### src/hw/rtl/bad_pkg.sv
// Shared types and constants for the box-average downsampler.
// Used by bad_controller, bad_datapath and box_average_downsampler.
`default_nettype none

package bad_pkg;

   localparam int MAX_WIDTH   = 4096;
   localparam int MAX_FACTOR  = 16;

   localparam int PIX_W       = 8;
   localparam int SUM_W       = 16;
   localparam int DIVIDEND_W  = SUM_W + 1;
   localparam int COL_W       = 12;
   localparam int ROW_W       = 16;
   localparam int FAC_W       = 5;
   localparam int IMG_W_W     = 13;
   localparam int SUB_W       = 4;
   localparam int AREA_W      = 9;
   localparam int DIV_STEPS   = 8;
   localparam int STEP_W      = 3;
   localparam int CSR_IDX_W   = 2;
   localparam int CSR_DATA_W  = 16;

   typedef enum logic [CSR_IDX_W-1:0] {
      CSR_FACTOR = 2'd0,
      CSR_WIDTH  = 2'd1,
      CSR_HEIGHT = 2'd2
   } csr_index_type;

   typedef struct packed {
      logic              accept;
      logic              accumulate;
      logic              div_step;
      logic [STEP_W-1:0] div_shift;
      logic              out_load;
   } ctrl_cmd_type;

   typedef struct packed {
      logic completes;
      logic out_busy;
   } ctrl_status_type;

endpackage

`default_nettype wire

### src/hw/rtl/bad_controller.sv
// Sequencer for the box-average downsampler: item acceptance, accumulate,
// eight-step division and result hand-off. Depends on bad_pkg.
`default_nettype none

module bad_controller
   import bad_pkg::*;
(
   input  wire logic            clock,
   input  wire logic            reset,
   input  wire logic            req_tvalid,
   output logic                 req_tready,
   input  wire ctrl_status_type status,
   output ctrl_cmd_type         cmd
);

   typedef enum logic [1:0] {
      ST_IDLE,
      ST_ACC,
      ST_DIV,
      ST_OUT
   } state_type;

   state_type         state_ff, state_in;
   logic [STEP_W-1:0] step_ff, step_in;

   assign req_tready = (state_ff == ST_IDLE);

   always_comb begin
      cmd            = '0;
      cmd.accept     = (state_ff == ST_IDLE) && req_tvalid;
      cmd.accumulate = (state_ff == ST_ACC);
      cmd.div_step   = (state_ff == ST_DIV);
      cmd.div_shift  = step_ff;
      cmd.out_load   = (state_ff == ST_OUT) && !status.out_busy;
   end

   always_comb begin
      state_in = state_ff;
      step_in  = step_ff;
      case (state_ff)
         ST_IDLE: begin
            if (req_tvalid) begin
               state_in = ST_ACC;
            end
         end
         ST_ACC: begin
            // Quotient bits are produced from the top bit down.
            step_in  = STEP_W'(DIV_STEPS - 1);
            state_in = status.completes ? ST_DIV : ST_IDLE;
         end
         ST_DIV: begin
            step_in = step_ff - 1'b1;
            if (step_ff == '0) begin
               state_in = ST_OUT;
            end
         end
         ST_OUT: begin
            if (!status.out_busy) begin
               state_in = ST_IDLE;
            end
         end
         default: begin
            state_in = ST_IDLE;
         end
      endcase
   end

   always_ff @(posedge clock) begin
      if (reset) begin
         state_ff <= ST_IDLE;
         step_ff  <= '0;
      end else begin
         state_ff <= state_in;
         step_ff  <= step_in;
      end
   end

endmodule

`default_nettype wire

### config.mk
export PLATFORM = sky130hd
export DESIGN_NAME = bad_controller
export DESIGN_NICKNAME = d
export VERILOG_FILES = /design/src/hw/rtl/bad_pkg.sv /design/src/hw/rtl/bad_controller.sv
export SDC_FILE = /design/constraint.sdc
export NUM_CORES = 1
export LEC_CHECK = 0
export BUFFER_PORTS_ARGS = -buffer_cell sky130_fd_sc_hd__buf_2
export CAP_MARGIN = 20
export CORE_AREA = 2 2 39 41
export DETAILED_ROUTE_END_ITERATION = 7
export DIE_AREA = 0 0 41 43
export MAX_ROUTING_LAYER = met4
export PLACE_DENSITY = 0.56
export REMOVE_ABC_BUFFERS = 1
export SYNTH_ARGS = -nofsm -noshare
export SYNTH_HDL_FRONTEND = slang
export SYNTH_SLANG_ARGS = --single-unit
### constraint.sdc
create_clock -name clock -period 1.5 [get_ports clock]
set_input_delay 0.15 -clock clock [delete_from_list [all_inputs] [get_ports clock]]
set_output_delay 0.15 -clock clock [all_outputs]
set_load 0.01 [all_outputs]
## After elaboration in Yosys (flattened, before gate mapping)

Index checks and enable logic that the tools add are counted.

| cells by class | value |
|---|---|
| add/subtract/negate cells | 1 |
| eq/ne operators | 6 |
| multiplexer cells | 6 |
| reduce and logical (&&, ||, !) cells | 7 |

Operators with widths:

| cell | count |
|---|---|
| $mux 2 | 4 |
| $pmux 2 s4 | 1 |
| $pmux 3 s2 | 1 |
| $eq 2x2->1 const B | 2 |
| $ne 2x2->1 const B | 2 |
| $logic_not 3->1 | 1 |
| $reduce_and 3->1 | 1 |
| $sub 3x1->3 const B | 1 |
| $eq 2x1->1 const B | 1 |
| $logic_and 1x1->1 | 2 |
| $logic_not 2->1 | 1 |
| $ne 2x1->1 const B | 1 |
| $reduce_bool 2->1 | 1 |
| $logic_not 1->1 | 1 |

| word-level totals | value |
|---|---|
| flip-flop bits (word level) | 5 |
| input port bits | 5 |
| output and inout port bits | 8 |

## Depth between registers and ports, before layout

| logic depth | value |
|---|---|
| depth in word-level cells | 3 |
| mapped depth | 6 |

## Worst setup path after synthesis

No wires, ideal clock.

| timing | value |
|---|---|
| kind | register to register |
| from | register step_ff[0] |
| to | register (tool-made name) |
| path slack | 163 ps |
| data required time | 1381 ps |
| arrival time | 1218 ps |
| path buffers | 0 |
| library setup time | 119 ps |
| stages on the path, launching flop included | 7 |
| clock period less this slack | 1337 ps |
| cells stage by stage | dfxtp_1 -> inv_1 -> ha_1 -> ha_1 -> nand2b_1 -> and4_4 -> mux2i_1 |

RTL lines:

| what | RTL line | text |
|---|---|---|
| start, declared | bad_controller.sv:24 | `logic [STEP_W-1:0] step_ff, step_in;` |
| start signal, assigned | bad_controller.sv:74 | `step_ff <= step_in;` |

==> metrics.yaml <==
status: "finished clean"
dpl.hpwl_um: 513
wl_per_cell_um: 9.43
port-buffer-count: 12
hold_class: "in2reg"
final_nets: 65
post_cts_resized: 0
grt_max_degree: 7
start_kind: "register"
slew_headroom_pct: 85.2
period_share_pct: 91.9
grt_pass1_wl_mm: 1.08
setup_tns_ns: 0
power_density_mw_per_mm2: 1020
ys_seq_elements: 5
fmaxAchievable_mhz: 725
p_switching_mw: 0.132
synth_top_cell_by_area: "dfxtp_1"
clockPowerShare_pct: 32.9
drtAntennaViolNets: 0
skew_ns: 0.000461
cts_buffers: 3
n_antenna_cell: 0
rsz0062_at_grt: "no"
yosysTopAreaCellShare_pct: 30.1
synth-async-reset-ratio_pct: 0
area_growth_pct: 32.0
overflow: 0
setup_viol: 0
power_leakage_nw: 0.208
io_pins: 13
finalWeightedCongestion: 0.701
cts-root-buf: "clkbuf_4"
seq_power_share_pct: 37.2
yosys_warnings: 0
drc: 0
synthCells: 36
vdd.ir_drop.worst_uv: 538
worstSkewPairLatency_ns: 0.23
cts_sinks: 5
tightest_slew_ns: 0.221
synth-edff-count: 0
ys_types: 17
p_int_mw: 0.317
fillCellCount: 152
worstPathRequired_ns: 1.66
clockBufferDepth: 2
worstSetupEndpointType: "register"
setup_ws_ns: 0.122
wl_met2_um: 285
crit_type: "reg2reg"
start_util_pct: 24.1
clk_pin_slew_worst_paths_ns: 0.04
grt_use_total_pct: 9.78
syn_area_per_cell_um2: 9.24
drive_gt1_share_pct: 32.7
synthTopCellsByArea: "dfxtp_1 30%, ha_1 26%, inv_1 5.6%, nand2b_1 5.6%, a311oi_1 5.3%"
cts_setup_buffers: 0
synth_common_cells: "7 x ha_1, 5 x dfxtp_1, 5 x inv_1"
wl_met3_um: 34
core_area_mm2: 0.00138
die_w_um: 41
cts_tree: "yes"
rows: 14
vias: 282
fp.dieH_um: 43
firstDrtPassIters: 2
switching_share_pct: 29.4
htree_levels: 1
cap_violations: 0
top_layer: "met4"
grt_pass1_vias: 269
ys_seq_area_share_pct: 30.1
rrSetupSlack_ns: 0.12
slew_violations: 0
netlist_area_um2: 333
cts_hold_buf: 0
post-synth-top-count-cell: "ha_1"
wl_met1_um: 313
via_per_inst: 4.15
initialDrtViolationCount: 2
post-place-ws_ns: 0.128
comb_power_share_pct: 29.9
critPathMaxFanout: 6
arrival_ns: 1.54
hold_viol: 0
antenna_found_initial: 0
die_area_mm2: 0.00176
period_minus_slack_ns: 1.38
yosys_most_used_dff: "dfxtp_1"
finalWirelength_um: 641
==> routing by layer <==
metal / up-vias / track usage, %
met5: - / -
met4: 0 / 6.00
met3: 2 / 6.28
met2: 6 / 13.1
met1: 118 / 10.3
li1: 156 / -
==> logic make-up after synthesis <==
| group | synth area share [%] |
|---|---|
| AND/OR/NAND/NOR | 26.3 |
| multiplexers | 3.01 |
| buffers and inverters | 5.64 |
| flip-flops | 30.1 |
| AO/OA/AOI/OAI | 8.65 |
| adder cells (fa/ha/maj) | 26.3 |
==> path summary, 6_finish.rpt <==
path	start	end	cells past startpoint
worst min register to register	step_ff[1]	step_ff[1]	2
worst max register to register	state_ff[0]	register	5
worst max-delay path	state_ff[0]	register	5
worst min-delay path	reset	step_ff[0]	2
==> through the flow <==
stage          utilization [%]  cell area (um2)  std cells  hold WS (ns)  power, mW
2_1_floorplan                -              333         36         0.222      0.260
3_3_place_gp              29.8              413         64         0.400      0.304
3_5_place_dp              29.8              413         64         0.409      0.306
4_1_cts                   31.7              439         68         0.160      0.460
5_1_grt                   31.7              439         68         0.168      0.498
6_report                  31.7              439         68         0.160      0.449
==> worst max-delay path: stages, from the launching register on <==
cell and delay [ns]:
dfxtp_1 0.39, inv_1 0.10, ha_1 0.28, nand2b_1 0.13
and4_4 0.23, mux2i_1 0.18
==> area by class of cell <==
class | count | area [um2] | area share [%]
multi-input cells | 26 | 214 | 48.7
flip-flops and latches | 5 | 100 | 22.8
well taps | 16 | 20.0 | 4.56
clock buffers | 4 | 26.3 | 5.98
inverters | 5 | 18.8 | 4.27
repair buffers | 12 | 60.1 | 13.7
==> placed cells by master, fill, tap and decap left out <==
| cell | count |
|---|---|
| a311oi_1 | 2 |
| buf_2 | 12 |
| a31oi_1 | 1 |
| dfxtp_1 | 5 |
| mux2i_1 | 1 |
| nand3b_1 | 1 |
| nor3_1 | 1 |
| clkbuf_1 | 1 |
| o21ai_0 | 1 |
| nor2_1 | 3 |
| nand3_1 | 1 |
| nor2b_1 | 1 |
| ha_1 | 7 |
| and4bb_2 | 1 |
| inv_1 | 5 |
| and4_4 | 1 |
| nand2_1 | 1 |
| nand2b_1 | 3 |
| and2_1 | 1 |
| clkbuf_4 | 3 |
==> power by group through the flow <==
stage	sequential [mW]	combinational (mW)	clock [mW]
detailed placement	0.169	0.137	0
CTS	0.167	0.137	0.156
global route	0.170	0.158	0.170
floorplan	0.173	0.0874	0
global placement	0.169	0.135	0
finish	0.167	0.134	0.148
No activity file was read; power rests on OpenSTA's default activity.
